File: src/hdl/lz3_pkg.sv
// Shared types, constants and helpers for the three-stream LZSS decompressor.
// No dependencies; the command FIFO, front, back and top use it through scoped names.
package lz3_pkg;

  localparam int HIST_DEPTH = 4096;
  localparam int HIST_AW    = $clog2(HIST_DEPTH);
  localparam int BPR        = 8;
  localparam int LANE_W     = $clog2(BPR);
  localparam int DIST_W     = HIST_AW + 1;
  localparam int CNT_W      = 9;
  localparam int FIFO_DEPTH = 4;
  localparam int FIFO_AW    = $clog2(FIFO_DEPTH);

  localparam logic [CNT_W-1:0] SHORT_BIAS = 9'd2;
  localparam logic [CNT_W-1:0] LONG_BIAS  = 9'd18;

  typedef enum logic [1:0] {
    NEED_FLAG  = 2'd0,
    NEED_LINK  = 2'd1,
    NEED_CHUNK = 2'd2,
    NEED_DONE  = 2'd3
  } need_t;

  typedef enum logic [1:0] {
    ST_OK    = 2'd0,
    ST_WRONG = 2'd1,
    ST_DIST  = 2'd2,
    ST_TRUNC = 2'd3
  } status_t;

  typedef enum logic [1:0] {
    CMD_EMPTY = 2'd0,
    CMD_LIT   = 2'd1,
    CMD_COPY  = 2'd2
  } cmd_kind_t;

  typedef enum logic {
    BK_IDLE = 1'b0,
    BK_COPY = 1'b1
  } back_state_t;

  // one unit of work handed from the front to the back
  typedef struct packed {
    cmd_kind_t          kind;
    logic [7:0]         lit;
    logic [DIST_W-1:0]  link_dist;
    logic [CNT_W-1:0]   len;
    status_t            status;
    need_t              need;
  } cmd_t;

  typedef struct packed {
    logic full;
    logic empty;
  } fifo_stat_t;

  // stream wanted next, from the decode state
  function automatic need_t need_of(input logic done, input logic link_wait,
                                    input logic bits_zero, input logic top_bit);
    need_t n;
    if (done)           n = NEED_DONE;
    else if (link_wait) n = NEED_CHUNK;
    else if (bits_zero) n = NEED_FLAG;
    else if (top_bit)   n = NEED_CHUNK;
    else                n = NEED_LINK;
    return n;
  endfunction

endpackage

File: src/hdl/lz3_cmd_fifo.sv
// Short command queue between the decode front and the copy back.
// Depends on lz3_pkg.
module lz3_cmd_fifo (
  input  logic                clk,
  input  logic                rst,
  input  logic                push,
  input  lz3_pkg::cmd_t       push_cmd,
  input  logic                pop,
  output lz3_pkg::cmd_t       head,
  output lz3_pkg::fifo_stat_t stat
);

  lz3_pkg::cmd_t                 mem [lz3_pkg::FIFO_DEPTH];
  logic [lz3_pkg::FIFO_AW-1:0]   wr_ptr;
  logic [lz3_pkg::FIFO_AW-1:0]   rd_ptr;
  logic [lz3_pkg::FIFO_AW:0]     count;

  assign stat.full  = (count == (lz3_pkg::FIFO_AW+1)'(lz3_pkg::FIFO_DEPTH));
  assign stat.empty = (count == '0);
  assign head       = mem[rd_ptr];

  // storage
  always_ff @(posedge clk) begin
    if (push) mem[wr_ptr] <= push_cmd;
  end

  // pointers and fill
  always_ff @(posedge clk) begin
    if (rst) begin
      wr_ptr <= '0;
      rd_ptr <= '0;
      count  <= '0;
    end else begin
      if (push) wr_ptr <= wr_ptr + 1'b1;
      if (pop)  rd_ptr <= rd_ptr + 1'b1;
      if (push && !pop)      count <= count + 1'b1;
      else if (pop && !push) count <= count - 1'b1;
    end
  end

endmodule

File: config.mk
export PLATFORM = sky130hd
export DESIGN_NAME = lz3_cmd_fifo
export DESIGN_NICKNAME = d
export VERILOG_FILES = /design/src/hdl/lz3_pkg.sv /design/src/hdl/lz3_cmd_fifo.sv
export SDC_FILE = /design/constraint.sdc
export NUM_CORES = 1
export LEC_CHECK = 0
export ABC_AREA = 1
export BUFFER_PORTS_ARGS = -buffer_cell sky130_fd_sc_hd__buf_2
export CORE_MARGIN = 3
export CORE_UTILIZATION = 30
export DETAILED_ROUTE_END_ITERATION = 6
export PLACE_DENSITY_LB_ADDON = 0.2
export SYNTH_ARGS = -nofsm -noshare
export SYNTH_HDL_FRONTEND = slang
export SYNTH_SLANG_ARGS = --single-unit
File: constraint.sdc
create_clock -name clk -period 5.1 [get_ports clk]
set_clock_uncertainty 0.15 [all_clocks]
set_input_delay 0.51 -clock clk [delete_from_list [all_inputs] [get_ports clk]]
set_output_delay 0.51 -clock clk [all_outputs]
set_load 0.02 [all_outputs]
=== After elaboration in Yosys (flattened, before gate mapping) ===
Memory sizes are Yosys's and may differ from the RTL's. A register that Yosys moved wholly into a read port is not among the register bits.
Index checks and enable logic that the tools add are counted.

* Flip-flop bits (word level): 7
* RAM bits: 144
* Input port bits: 40
* Output and inout bits: 38
* Logic and storage cells: 21
* Memories: 1

* $add $sub $neg: 4
* Eq/ne operators: 1
* Muxes and demuxes: 6
* Reduce and logical (&&, ||, !) cells: 6

{| class="wikitable"
|+ Memory list
! memory !! words !! bits a word !! rd ports !! clocked after Yosys merged registers in !! wr ports !! line !! source
|-
| mem || 4 || 36 || 1 || 1 || 1 || lz3_cmd_fifo.sv:13 || <nowiki>lz3_pkg::cmd_t mem [lz3_pkg::FIFO_DEPTH];</nowiki>
|}

{| class="wikitable"
|+ Operators with widths
! kind !! count
|-
| two-way mux 3 bit || 2
|-
| adder 2 x 1 -> 2 bit (second input constant) || 2
|-
| two-way mux 2 bit || 2
|-
| adder 3 x 1 -> 3 bit (second input constant) || 1
|-
| equality test 3 bit (second input constant) || 1
|-
| zero test 3 bit || 1
|-
| subtractor 3 x 1 -> 3 bit (second input constant) || 1
|-
| logical AND 1 bit || 2
|-
| zero test 1 bit || 2
|-
| two-way mux 1 bit || 2
|-
| nonzero test 2 bit || 1
|}

=== Longest topological paths before layout ===
* Word-level depth: 4
* Gate-level depth with buffers: 10
* Gate-level depth less buffers: 10

=== Least setup slack after synthesis ===
OpenSTA, ideal clock, no wires.

* Kind: flip-flop to flip-flop
* Start: register wr_ptr[0] (netlist bit)
* End: memory mem[2][0] (netlist bit) (enable)
* Library setup time: 0.391 ns
* Data arrival time: 1.298 ns
* Required time: 4.559 ns
* Setup slack: 3.261 ns
* Stages on the path, launching flop included: 5
* Path buffers: 0
* Clock period less this slack: 1.839 ns
* Cells stage by stage: dfxtp_1 -> inv_1 -> ha_1 -> nand2_1 -> inv_1

{| class="wikitable"
|+ RTL lines
! item !! line !! source
|-
| start, declared || lz3_cmd_fifo.sv:14 || <nowiki>logic [lz3_pkg::FIFO_AW-1:0] wr_ptr;</nowiki>
|-
| start signal, assigned || lz3_cmd_fifo.sv:34 || <nowiki>if (push) wr_ptr <= wr_ptr + 1'b1;</nowiki>
|-
| end, declared || lz3_cmd_fifo.sv:13 ||
|}

No word-level cell before the write port.

==> flow_summary_export.csv <==
group,metric,value,unit
run_status,status,"completed",
floorplan,row_count,50,
timing,fmax,0.331,GHz
clock_network,cts_tree,"done",
timing,setup_viol,0,
synth,synth.largest_area_cell,"edfxtp_1",
routing,dr.pass1.iters,4,
global_routing,grt_pass1_vias,3446,
final_layout,n_antenna_cell,0,
timing,rsz0062_at_grt,"false",
synth,synth.ff_latch_count,153,
power,p_per_area,434,nW/um2
final_layout,regArea,4510,um2
timing,final.min_clock_period,3.02,ns
global_routing,grt_pass1_wl,19100,um
final_layout,fin_area,6970,um2
synth,syn_inst,406,
floorplan,dieWidth,145,um
global_routing,grt_max_degree,73,
synth,synth-edff-count,144,
timing,worst_slew_pin_slew,0.956,ns
synth,ys_warn_count,0,
power,seq_power_share,0.485,
synth,synth_top_cell_area_share,0.744,
setup_path,arrival,2.36,ns
final_layout,nFillCells,1845,
clock_network,ctsLongestPathBuffers,2,
timing,hold_violations,0,
clock_network,clk_latency,0.42,ns
routing,finalWirelength,12500,um
global_routing,overflow,0,
power,leakagePower,2.46,nW
clock_network,numCtsBuffers,17,
flow_run,cap_viol_max_count,0,
routing,remaining_drc_errors,0,
worst_hold_path,hold_path.class,"input port to register",
timing,setup_tns,0,ns
floorplan,die_area,21100,um2
placed_design,gp_congestion,0.689,
floorplan,initial_core_util,0.308,
placed_design,portBuffers,77,
clock_network,cts.sinks,153,
global_routing,grt_antenna_before_repair,1,
power,clkPwrFrac,0.425,
synth,syn_nets,452,
final_layout,layout.nets,527,
power,switching_power,0.692,mW
synth,yosys-top-cells-area,"edfxtp_1 (74%), nor2_1 (5.0%), o21ai_1 (5.0%)",
routing,drt_iter0_markers,169,
floorplan,io_pins,78,
power,intPower,2.33,mW
final_layout,multi_input_area,1060,um2
placed_design,detailed_place_hpwl,6740,um
clock_network,htreeDepth,4,
timing,report.final.slew_viol_count,0,
routing,ant_nets,0,
timing,max_slew_margin,0.362,
synth,syn_area,5810,um2
global_routing,track_usage,0.120,
clock_network,ctsResizeCount,0,
synth,synth.distinct_cells,20,
setup_path,critPathRequiredTime,4.44,ns
final_layout,area_delta_synth_final,19.9,%
routing,detail_route.vias_per_cell,4.55,
final_layout,layout-drive-gt1-share,0.231,
power,switching_share,0.229,
synth,avgSynthCellArea,14.3,um2
floorplan,design.core.area,18900,um2
synth,yosysSeqAreaShare,0.775,
clock_network,clk_root_buffer_cell,"clkbuf_16",
setup_path,worstPathMaxFanout,44,
clock_network,cts_hold_buf,0,
placed_design,dpl_cell_area,6360,um2
routing,vias,3427,
setup_path,r2r_slack,3.19,ns
timing,fin_crit_sh,0.592,
clock_network,clkTransAtPathRegs,0.06,ns
setup_path,start_kind,"register",
final_layout,postLayoutCoreUtil,0.369,
setup_path,end_kind,"primary output",
setup_path,crit_type,"register to primary output",
clock_network,post-cts-setup-buffer-count,0,
synth,ys.flop_type,"edfxtp_1",
power,combPwrFrac,0.091,
routing,routedWlPerCell,16.5,um
floorplan,die_h,145,um
synth,async_flop_share,0,
power,ir_drop,0.242,mV
-- placed cells by master (no fill, tap or decap) --
| cell | count |
|---|---|
| o22ai_1 | 36 |
| bufinv_16 | 4 |
| inv_6 | 2 |
| inv_2 | 4 |
| buf_4 | 1 |
| nand2_1 | 9 |
| dfxtp_1 | 7 |
| clkinv_4 | 1 |
| inv_4 | 1 |
| inv_1 | 11 |
| ha_1 | 5 |
| fa_1 | 1 |
| a21oi_1 | 3 |
| dfxtp_2 | 2 |
| nor3_1 | 2 |
| clkinv_1 | 3 |
| nand4_1 | 1 |
| nand3_1 | 1 |
| clkinvlp_4 | 2 |
| o21ai_0 | 19 |
| nor2_1 | 78 |
| xor2_1 | 1 |
| clkbuf_1 | 1 |
| o21ai_1 | 58 |
| clkbuf_16 | 17 |
| edfxtp_1 | 144 |
| buf_2 | 77 |
| clkinv_2 | 3 |
-- layout make-up --
type | instances | area share
clock buffers | 18 | 0.0616
inverters | 17 | 0.0102
flip-flops and latches | 153 | 0.647
multi-input cells | 214 | 0.153
clock inverters | 14 | 0.0257
well taps | 260 | 0.0467
repair buffers | 78 | 0.0564
-- worst max-delay path: stages (launching register included) --
cell and delay [ns]:
dfxtp_2 0.91, buf_4 0.45, o21ai_1 0.12, o22ai_1 0.22, buf_2 0.20
-- cells by family (layout without fill, tap and decap cells) --
family / Yosys count / in the layout / synth area share
AND/OR/NAND/NOR: 91 / 91 / 0.0598
buffers and inverters: 39 / 127 / 0.0420
XOR/XNOR: 1 / 1 / 0.00151
flip-flops: 153 / 153 / 0.775
adder cells (fa/ha/maj): 6 / 6 / 0.0142
AO/OA/AOI/OAI: 116 / 116 / 0.108
-- stage by stage --
stage	total power [mW]	hold WS, ns	instances	worst slack [ns]
6_report	3.02	0.104	754	2.08
5_1_grt	3.14	0.0980	754	1.86
4_1_cts	3.06	0.0812	754	2.00
3_5_place_dp	1.77	0.276	722	2.46
3_3_place_gp	1.77	0.271	722	2.53
2_1_floorplan	1.67	0.262	406	3.26
-- power by group through the flow --
stage | registers, mW | logic (mW) | clock network (mW)
final | 1.46 | 0.274 | 1.28
after global routing | 1.47 | 0.307 | 1.37
after CTS | 1.47 | 0.282 | 1.31
after detailed placement | 1.49 | 0.281 | 0
after global placement | 1.49 | 0.276 | 0
after floorplan | 1.47 | 0.193 | 0
-- worst paths after layout --
path,start,to,cells past startpoint
worst min register to register,rd_ptr[1]$_SDFFE_PP0P_,register,1
worst max register to register,wr_ptr[0]$_SDFFE_PP0P_,mem[2][4]$_DFFE_PP_,4
worst max-delay path,register,head[10],4
worst min-delay path,rst,count[0]$_SDFFE_PP0P_,2
-- per-layer routing --
layer | GRT usage | vias up | wire, um
li1 | - | 1658 | -
met1 | 0.141 | 1680 | 5370
met2 | 0.202 | 72 | 6300
met3 | 0.0428 | 15 | 601
met4 | 0.0418 | 2 | 173
met5 | 0 | - | 7
-- cells in the mapped netlist, drive strengths merged, types with 2 or more instances --
cell and instances:
edfxtp 144, nor2 78, o21ai 77, o22ai 36, buf 22, inv 17, dfxtp 9, nand2 9
ha 5, a21oi 3, nor3 2
-- registers in the layout (all words and copies together), names as in the netlist, named ones only --
name and cells:
wr_ptr 2, rd_ptr 2, count 3, mem 144
No activity file was read; power rests on OpenSTA's default activity.
