==> src/hdl/lz3_pkg.sv <==
// Shared types, constants and helpers for the three-stream LZSS decompressor.
// No dependencies; the command FIFO, front, back and top use it through scoped names.
package lz3_pkg;

  localparam int HIST_DEPTH = 4096;
  localparam int HIST_AW    = $clog2(HIST_DEPTH);
  localparam int BPR        = 8;
  localparam int LANE_W     = $clog2(BPR);
  localparam int DIST_W     = HIST_AW + 1;
  localparam int CNT_W      = 9;
  localparam int FIFO_DEPTH = 4;
  localparam int FIFO_AW    = $clog2(FIFO_DEPTH);

  localparam logic [CNT_W-1:0] SHORT_BIAS = 9'd2;
  localparam logic [CNT_W-1:0] LONG_BIAS  = 9'd18;

  typedef enum logic [1:0] {
    NEED_FLAG  = 2'd0,
    NEED_LINK  = 2'd1,
    NEED_CHUNK = 2'd2,
    NEED_DONE  = 2'd3
  } need_t;

  typedef enum logic [1:0] {
    ST_OK    = 2'd0,
    ST_WRONG = 2'd1,
    ST_DIST  = 2'd2,
    ST_TRUNC = 2'd3
  } status_t;

  typedef enum logic [1:0] {
    CMD_EMPTY = 2'd0,
    CMD_LIT   = 2'd1,
    CMD_COPY  = 2'd2
  } cmd_kind_t;

  typedef enum logic {
    BK_IDLE = 1'b0,
    BK_COPY = 1'b1
  } back_state_t;

  // one unit of work handed from the front to the back
  typedef struct packed {
    cmd_kind_t          kind;
    logic [7:0]         lit;
    logic [DIST_W-1:0]  link_dist;
    logic [CNT_W-1:0]   len;
    status_t            status;
    need_t              need;
  } cmd_t;

  typedef struct packed {
    logic full;
    logic empty;
  } fifo_stat_t;

  // stream wanted next, from the decode state
  function automatic need_t need_of(input logic done, input logic link_wait,
                                    input logic bits_zero, input logic top_bit);
    need_t n;
    if (done)           n = NEED_DONE;
    else if (link_wait) n = NEED_CHUNK;
    else if (bits_zero) n = NEED_FLAG;
    else if (top_bit)   n = NEED_CHUNK;
    else                n = NEED_LINK;
    return n;
  endfunction

endpackage

==> src/hdl/lz3_if.sv <==
// Request and result channel interfaces (valid/ready with payload).
// Depends on nothing.
interface lz3_req_if;
  logic        valid;
  logic        ready;
  logic [1:0]  req_type;
  logic [31:0] in_word;
  modport source(output valid, req_type, in_word, input ready);
  modport sink(input valid, req_type, in_word, output ready);
endinterface


==> src/hdl/lz3_front.sv <==
// Decode front: takes requests, tracks flag/link state and output size,
// and turns each request into one command. Depends on lz3_pkg, lz3_if.
module lz3_front (
  input  logic                clk,
  input  logic                rst,
  input  logic                cfg_we,
  input  logic [31:0]         cfg_wdata,
  lz3_req_if.sink             req,
  input  lz3_pkg::fifo_stat_t fstat,
  output logic                push,
  output lz3_pkg::cmd_t       push_cmd
);

  logic [31:0] decoded_size;
  logic [31:0] flag_word, flag_word_next;
  logic [5:0]  bits_left, bits_left_next;
  logic [15:0] held_link, held_link_next;
  logic        link_waiting, link_waiting_next;
  logic [31:0] bytes_produced, bytes_produced_next;

  logic [31:0]                 remain;
  logic                        done;
  lz3_pkg::need_t              need;
  logic                        accept;
  logic                        is_copy;
  logic [lz3_pkg::CNT_W-1:0]   count;
  logic [15:0]                 link_src;
  logic [lz3_pkg::DIST_W-1:0]  link_dist;
  logic                        trunc;
  logic [lz3_pkg::CNT_W-1:0]   len;

  assign remain    = decoded_size - bytes_produced;
  assign done      = (bytes_produced >= decoded_size);
  assign need      = lz3_pkg::need_of(done, link_waiting, bits_left == 6'd0, flag_word[31]);
  assign req.ready = !fstat.full;
  assign accept    = req.valid && req.ready;
  assign push      = accept;

  // classify the request and work out the state after it
  always_comb begin
    flag_word_next      = flag_word;
    bits_left_next      = bits_left;
    held_link_next      = held_link;
    link_waiting_next   = link_waiting;
    bytes_produced_next = bytes_produced;
    is_copy             = 1'b0;
    count               = '0;
    link_src            = held_link;
    link_dist           = '0;
    trunc               = 1'b0;
    len                 = '0;
    push_cmd.kind       = lz3_pkg::CMD_EMPTY;
    push_cmd.lit        = '0;
    push_cmd.link_dist  = '0;
    push_cmd.len        = '0;
    push_cmd.status     = lz3_pkg::ST_OK;
    push_cmd.need       = need;

    if (done || (req.req_type != need)) begin
      push_cmd.status = lz3_pkg::ST_WRONG;
    end else begin
      case (need)
        lz3_pkg::NEED_FLAG: begin
          flag_word_next = req.in_word;
          bits_left_next = 6'd32;
          push_cmd.need  = lz3_pkg::need_of(1'b0, 1'b0, 1'b0, req.in_word[31]);
        end
        lz3_pkg::NEED_LINK: begin
          held_link_next = req.in_word[15:0];
          link_src       = req.in_word[15:0];
          if (req.in_word[15:12] == 4'd0) begin
            link_waiting_next = 1'b1;
            push_cmd.need     = lz3_pkg::NEED_CHUNK;
          end else begin
            is_copy = 1'b1;
            count   = {5'd0, req.in_word[15:12]} + lz3_pkg::SHORT_BIAS;
          end
        end
        lz3_pkg::NEED_CHUNK: begin
          if (link_waiting) begin
            link_waiting_next = 1'b0;
            is_copy           = 1'b1;
            count             = {1'b0, req.in_word[7:0]} + lz3_pkg::LONG_BIAS;
          end else begin
            push_cmd.kind       = lz3_pkg::CMD_LIT;
            push_cmd.lit        = req.in_word[7:0];
            bytes_produced_next = bytes_produced + 32'd1;
            flag_word_next      = {flag_word[30:0], 1'b0};
            bits_left_next      = bits_left - 6'd1;
            push_cmd.need       = lz3_pkg::need_of(remain == 32'd1, 1'b0,
                                                   bits_left == 6'd1, flag_word[30]);
          end
        end
        default: begin
          push_cmd.status = lz3_pkg::ST_WRONG;
        end
      endcase

      // back-reference: clip to the bytes left, check the distance
      if (is_copy) begin
        link_dist = {1'b0, link_src[11:0]} + lz3_pkg::DIST_W'(1);
        trunc     = ({23'd0, count} > remain);
        len       = trunc ? remain[lz3_pkg::CNT_W-1:0] : count;
        push_cmd.kind      = lz3_pkg::CMD_COPY;
        push_cmd.link_dist = link_dist;
        push_cmd.len       = len;
        if ({19'd0, link_dist} > bytes_produced) push_cmd.status = lz3_pkg::ST_DIST;
        else if (trunc)                          push_cmd.status = lz3_pkg::ST_TRUNC;
        bytes_produced_next = bytes_produced + {23'd0, len};
        flag_word_next      = {flag_word[30:0], 1'b0};
        bits_left_next      = bits_left - 6'd1;
        push_cmd.need       = lz3_pkg::need_of({23'd0, count} >= remain, 1'b0,
                                               bits_left == 6'd1, flag_word[30]);
      end
    end
  end

  // decode state
  always_ff @(posedge clk) begin
    if (rst) begin
      decoded_size   <= '0;
      flag_word      <= '0;
      bits_left      <= '0;
      held_link      <= '0;
      link_waiting   <= 1'b0;
      bytes_produced <= '0;
    end else begin
      if (cfg_we) decoded_size <= cfg_wdata;
      if (accept) begin
        flag_word      <= flag_word_next;
        bits_left      <= bits_left_next;
        held_link      <= held_link_next;
        link_waiting   <= link_waiting_next;
        bytes_produced <= bytes_produced_next;
      end
    end
  end

endmodule

==> src/flat_wrapper.sv <==
// flat-port wrapper written by rule: the top's interface ports become plain ports
module lz3_front_flat 
  (clk, rst, cfg_we, cfg_wdata, fstat, push, push_cmd, req_valid, req_req_type, req_in_word, req_ready);
  lz3_req_if req_i ();
  input  logic clk;
  input  logic rst;
  input  logic cfg_we;
  input  logic [31:0] cfg_wdata;
  input  lz3_pkg::fifo_stat_t fstat;
  output logic push;
  output lz3_pkg::cmd_t push_cmd;
  input wire logic [$bits(req_i.valid)-1:0] req_valid;
  input wire logic [$bits(req_i.req_type)-1:0] req_req_type;
  input wire logic [$bits(req_i.in_word)-1:0] req_in_word;
  output wire logic [$bits(req_i.ready)-1:0] req_ready;
  assign req_i.valid = req_valid;
  assign req_i.req_type = req_req_type;
  assign req_i.in_word = req_in_word;
  assign req_ready = req_i.ready;
  lz3_front u_core (.clk(clk), .rst(rst), .cfg_we(cfg_we), .cfg_wdata(cfg_wdata), .req(req_i), .fstat(fstat), .push(push), .push_cmd(push_cmd));
endmodule
==> config.mk <==
export PLATFORM = sky130hd
export DESIGN_NAME = lz3_front_flat
export DESIGN_NICKNAME = d
export VERILOG_FILES = /design/src/hdl/lz3_pkg.sv /design/src/hdl/lz3_if.sv /design/src/hdl/lz3_front.sv /design/src/flat_wrapper.sv
export SDC_FILE = /design/constraint.sdc
export NUM_CORES = 1
export LEC_CHECK = 0
export BUFFER_PORTS_ARGS = -buffer_cell sky130_fd_sc_hd__buf_2
export CAP_MARGIN = 5
export CORE_UTILIZATION = 45
export CTS_CLUSTER_DIAMETER = 50
export DETAILED_ROUTE_END_ITERATION = 7
export PLACE_DENSITY = 0.75
export REMOVE_ABC_BUFFERS = 1
export SLEW_MARGIN = 20
export SYNTH_ARGS = -nofsm -noshare
export SYNTH_HDL_FRONTEND = slang
export SYNTH_SLANG_ARGS = --single-unit
==> constraint.sdc <==
create_clock -name clk -period 8 [get_ports clk]
set_input_delay 1.6 -clock clk [delete_from_list [all_inputs] [get_ports clk]]
set_output_delay 1.6 -clock clk [all_outputs]
set_load 0.005 [all_outputs]
After elaboration in Yosys (flattened, before gate mapping)
Cells that the tools add are included.
{"block": "op_classes", "order_cmp": 4, "n_reduce_logical": 14, "mux": 44, "n_eq_ne": 8, "n_bitwise": 1, "add_sub_neg": 7}
{"op": "$mux W32", "count": 6}
{"op": "$pmux W32 S2", "count": 1}
{"op": "$mux W9", "count": 5}
{"op": "$add A32 B1 Y32 const B", "count": 1}
{"op": "$add A32 B9 Y32", "count": 1}
{"op": "$eq A32 B1 Y1 const B", "count": 1}
{"op": "$ge A32 B32 Y1", "count": 1}
{"op": "$ge A9 B32 Y1", "count": 1}
{"op": "$gt A13 B32 Y1", "count": 1}
{"op": "$gt A9 B32 Y1", "count": 1}
{"op": "$mux W2", "count": 16}
{"op": "$sub A32 B32 Y32", "count": 1}
{"op": "$mux W26", "count": 1}
{"op": "$pmux W9 S2", "count": 1}
{"op": "$mux W16", "count": 1}
{"op": "$add A12 B1 Y13 const B", "count": 1}
{"op": "$mux W12", "count": 1}
{"op": "$mux W6", "count": 2}
{"op": "$pmux W6 S2", "count": 1}
{"op": "$reduce_and A4 Y1", "count": 3}
{"op": "$mux W10", "count": 1}
{"op": "$add A8 B5 Y9 const B", "count": 1}
{"op": "$eq A6 B1 Y1 const B", "count": 1}
{"op": "$logic_not A6 Y1", "count": 1}
{"op": "21 further kinds", "count": 27}
{"block": "totals", "elab_cells": 84, "out_inout_bits": 38, "register_bits": 119}

Longest topological paths before layout
{"block": "logic_depth", "word_depth": 12, "mapped_depth": 42}

Worst setup path after synthesis
Ideal clock, no wire load.
{"block": "synth_timing", "kind": "register -> register", "from": "reg u_core.bytes_produced[22]", "to": "reg u_core.bytes_produced[18]", "path_slack_ns": -0.069, "period_less_slack_ns": 8.069, "t_arrival_ns": 7.999, "t_required_ns": 7.930, "path_stages_with_launch": 40, "path_cell_list": "dfxtp_1 inv_1 ha_1 nand2_1 or4_1 nor3_2 a21oi_1 a21boi_1 and2_1 clkbuf_1 inv_1 ha_1 clkbuf_1 or2_1 o32ai_1 ha_1 nor2b_1 o21a_1 [... 4 more ...] a21oi_1 or4b_4 buf_6 mux2_4 nand2_1 ha_1 inv_1 fa_1 nor2b_1 o21ai_0 a21oi_1 o21ai_0 a21oi_1 o21ai_0 a21boi_1 o211ai_1 or4_1 a21oi_1"}
{"block": "synth_via", "elab_chain_cells": 9}
{"item": "from (decl)", "line": "lz3_front.sv:19", "source": "logic [31:0] bytes_produced, bytes_produced_next;"}
{"item": "from (signal assigned)", "line": "lz3_front.sv:134", "source": "bytes_produced <= bytes_produced_next;"}
{"item": "$ge A32 B32 Y1", "line": "lz3_front.sv:33", "source": "assign done = (bytes_produced >= decoded_size);"}
{"item": "$mux W2", "line": "lz3_pkg.sv:61", "source": "if (done) n = NEED_DONE;"}
{"item": "$eq A2 B2 Y1 or $eq A2 B1 Y1 (tied branches)", "line": "lz3_front.sv:62", "source": "case (need)"}
{"item": "$pmux W9 S2", "line": "lz3_front.sv:62"}
{"item": "$mux W9", "line": "lz3_front.sv:59", "source": "if (done || (req.req_type != need)) begin"}
{"item": "$gt A9 B32 Y1", "line": "lz3_front.sv:102", "source": "trunc = ({23'd0, count} > remain);"}
{"item": "$mux W9", "line": "lz3_front.sv:103", "source": "len = trunc ? remain[lz3_pkg::CNT_W-1:0] : count;"}
{"item": "$add A32 B9 Y32", "line": "lz3_front.sv:109", "source": "bytes_produced_next = bytes_produced + {23'd0, len};"}
{"item": "$mux W32", "line": "lz3_front.sv:100", "source": "if (is_copy) begin"}
Parallel ways exist; a longest one is shown, timed or not. The select of a mux whose other input is x is not followed.
A chain may end at the register's enable or synchronous reset.

==> qor.yml <==
grt_pass1_wl_um: 43900
ir_drop_mv: 0.136
worst_pin_slew_ns: 1.19
h-tree-depth: 4
die_h_um: 144
fill_cells: 1814
worst_ep_arrival_time_ns: 6.09
dp_hpwl_um: 20500
cts_num_sinks: 115
grt_max_degree: 67
crit_path_top_delay_cell: "or4_4"
start_util_pct: 46.4
crit_buf_inv: 6
p_leak_nw: 4.95
cts-root-buf: "clkbuf_16"
antenna_left: 0
grt_pass1_vias: 8923
avgSynthCellArea_um2: 7.79
nets: 1509
crit_type: "register to output pin"
slew_headroom_pct: 19.7
area_delta_synth_final_pct: 25.2
drive_gt1_share_pct: 22.4
crit_path_start_kind: "register"
ioPinCount: 110
cap_violations: 0
netlist_area_um2: 9120
clk_pin_slew_ns: 0.06
coreArea_um2: 19700
end_kind: "output pin"
synth_flop_cell: "dfxtp_1"
layoutNonFillerInstCount: 1641
required_ns: 6.40
fin_worst_skew_ns: 0.0120
vias: 9451
hold_viol_final: 0
crit_fanout: 23
final_max_slew_viol_count: 0
postSynthCellCount: 1170
gp_congestion: 0.945
grt-ovfl-total: 0
insertedDiodeCount: 0
synth_cell_type_count: 78
async_reset_ff_share_pct: 0
insertion_delay_ns: 0.43
cts_buffers: 17
dr.pass1.iters: 5
antenna_found_initial: 0
whs_ns: 0.453
fmax_mhz: 130
drc: 0
fin_crit_ns: 7.69
ys_warn_count: 0
status: "completed"
drtIter0Drc: 627
tritoncts: "yes"
powerDensity_nw_per_um2: 187
yosysSeqAreaShare_pct: 25.2
rows: 51
wl_um: 27500
die_w_um: 144
fin_crit_sh_pct: 96.1
die-area_um2: 20800
cts_hold_buf: 0
ys_ff_latch: 115
dp_cells: 1606
wire_per_inst_um: 16.8
hp-class: "register to register"
critical_path.top_delay_family: "compound AO/OA/AOI/OAI gates"
synth_edf_count: 0
port_buffers: 108
cpPeakStageDelay_ns: 0.58
setup_viol: 0
grt_use_total_pct: 26.9
ctsLongestPathBuffers: 2
post_drt_via_cell_ratio: 5.76
## metrics by stage
| stage | total power, mW | cell area, µm² | setup slack (ns) | utilization (%) | setup TNS, ns |
|---|---|---|---|---|---|
| floorplan | 1.09 | 8900 | -0.239 | - | -0.831 |
| global placement | 1.32 | 10700 | 0.166 | 54.3 | 0 |
| detailed placement | 1.33 | 10700 | -0.0478 | 54.3 | -0.0478 |
| CTS | 2.11 | 11300 | 0.0294 | 57.3 | 0 |
| global route | 2.25 | 11400 | -0.00266 | 58.1 | -0.00266 |
| finish | 2.14 | 11400 | 0.309 | 58.1 | 0 |
## cell families after synthesis
family / share of synthesized area, %
and+or+nand+nor: 22.3
adders and majority gates: 10.3
AOI/OAI and AO/OA: 21.8
buffers and inverters: 5.20
DFF: 25.2
muxes: 10.9
xor gates and xnor gates: 4.32
## worst min-delay path: stages, from the launching register on
cell     delay [ns]
dfxtp_1        0.31
nand2_1        0.05
a21oi_1        0.05
## worst paths after layout
path	from	to	slack (ns)	depth (start not counted)
max	u_core.bytes_produced[21]	push_cmd[2]	0.31	27
min	u_core.flag_word[0]	u_core.flag_word[0]	0.45	2
max reg2reg	u_core.bytes_produced[21]	u_core.bytes_produced[18]	0.44	38
min reg2reg	u_core.flag_word[0]	u_core.flag_word[0]	0.45	2
## layout make-up
cell class	instances	area, µm²	area share (%)
tap	265	332	2.90
timing repair buffer	226	1450	12.7
multi-input combinational	936	6500	56.9
sequential	115	2300	20.2
inverter	67	251	2.20
clock buffer	18	429	3.76
clock inverter	14	156	1.37
## cell usage after synthesis, types with 3 or more instances
library cell | count | share of area [%]
buf_1 | 8 | 0.33
a22oi_1 | 3 | 0.25
nor2b_1 | 17 | 1.2
nand4_1 | 21 | 1.4
nor3_1 | 29 | 1.6
nor4_1 | 12 | 0.82
nor3b_1 | 3 | 0.25
a21boi_0 | 4 | 0.33
a211o_1 | 3 | 0.29
clkbuf_1 | 32 | 1.3
o2111ai_1 | 5 | 0.48
or4_1 | 8 | 0.66
buf_2 | 8 | 0.44
a31oi_1 | 7 | 0.48
o21bai_1 | 4 | 0.33
and3_1 | 15 | 1.0
a21boi_1 | 5 | 0.41
nand3b_1 | 5 | 0.41
o21ai_0 | 52 | 2.9
or3_1 | 17 | 1.2
o22ai_1 | 3 | 0.21
ha_1 | 72 | 9.9
and4_1 | 4 | 0.38
a21oi_2 | 3 | 0.29
and2_1 | 15 | 1.0
nand2b_1 | 8 | 0.55
o32ai_1 | 5 | 0.48
dfxtp_1 | 115 | 25
o21a_1 | 14 | 1.2
a21o_1 | 16 | 1.3
a21oi_1 | 84 | 4.6
inv_1 | 66 | 2.7
mux2_2 | 4 | 0.49
nand2_1 | 67 | 2.8
o21ai_1 | 7 | 0.38
nand3_1 | 29 | 1.6
o211ai_1 | 13 | 1.1
a211oi_1 | 39 | 3.2
xnor2_1 | 26 | 2.5
mux2i_1 | 93 | 10
nor2_1 | 160 | 6.6
xor2_1 | 19 | 1.8
## state kept, by name, summed over array words and instances (netlist names)
register,count
u_core.held_link,12
u_core.bits_left,6
u_core.bytes_produced,32
u_core.flag_word,32
u_core.decoded_size,32
u_core.link_waiting,1
## layout by cell type, fill, tap and decap left out, drive strengths merged, types with 4 or more instances in the layout
| master | n |
|---|---|
| buf | 225 |
| nor2 | 161 |
| dfxtp | 115 |
| mux2i | 93 |
| a21oi | 88 |
| ha | 72 |
| inv | 70 |
| nand2 | 67 |
| o21ai | 60 |
| a211oi | 41 |
| nor3 | 30 |
| nand3 | 29 |
| xnor2 | 26 |
| nand4 | 21 |
| xor2 | 19 |
| clkbuf | 18 |
| nor2b | 17 |
| or3 | 17 |
| a21o | 16 |
| and3 | 15 |
| and2 | 15 |
| o21a | 14 |
| o211ai | 13 |
| nor4 | 12 |
| a21boi | 9 |
| nand2b | 8 |
| or4 | 8 |
| a31oi | 7 |
| clkinv | 6 |
| nand3b | 5 |
| o2111ai | 5 |
| mux2 | 5 |
| o32ai | 5 |
| o21bai | 4 |
| and4 | 4 |
## where the power goes
| group | switching (mW) | leakage (nW) | internal [mW] |
|---|---|---|---|
| logic | 0.421 | 3.73 | 0.335 |
| clock network | 0.317 | 0.279 | 0.462 |
| registers | 0.0123 | 0.933 | 0.591 |
| total | 0.750 | 4.95 | 1.39 |
## layer usage
layer  vias up  GRT usage [%]  wire [µm]
met5         -              0          0
met4         0           11.1        869
met3        68           4.74       1360
met2       319           46.2      13100
met1      4422           32.9      12200
li1       4642              -          -
## repair_timing
item                                    4_1_cts  5_1_grt
setup buffers                                 0        2
pin swaps                                     1       12
gates resized for setup                       2       35
endpoints found under the setup margin        5       33
gates cloned                                  0        1
(Power assumes the default switching activity.)
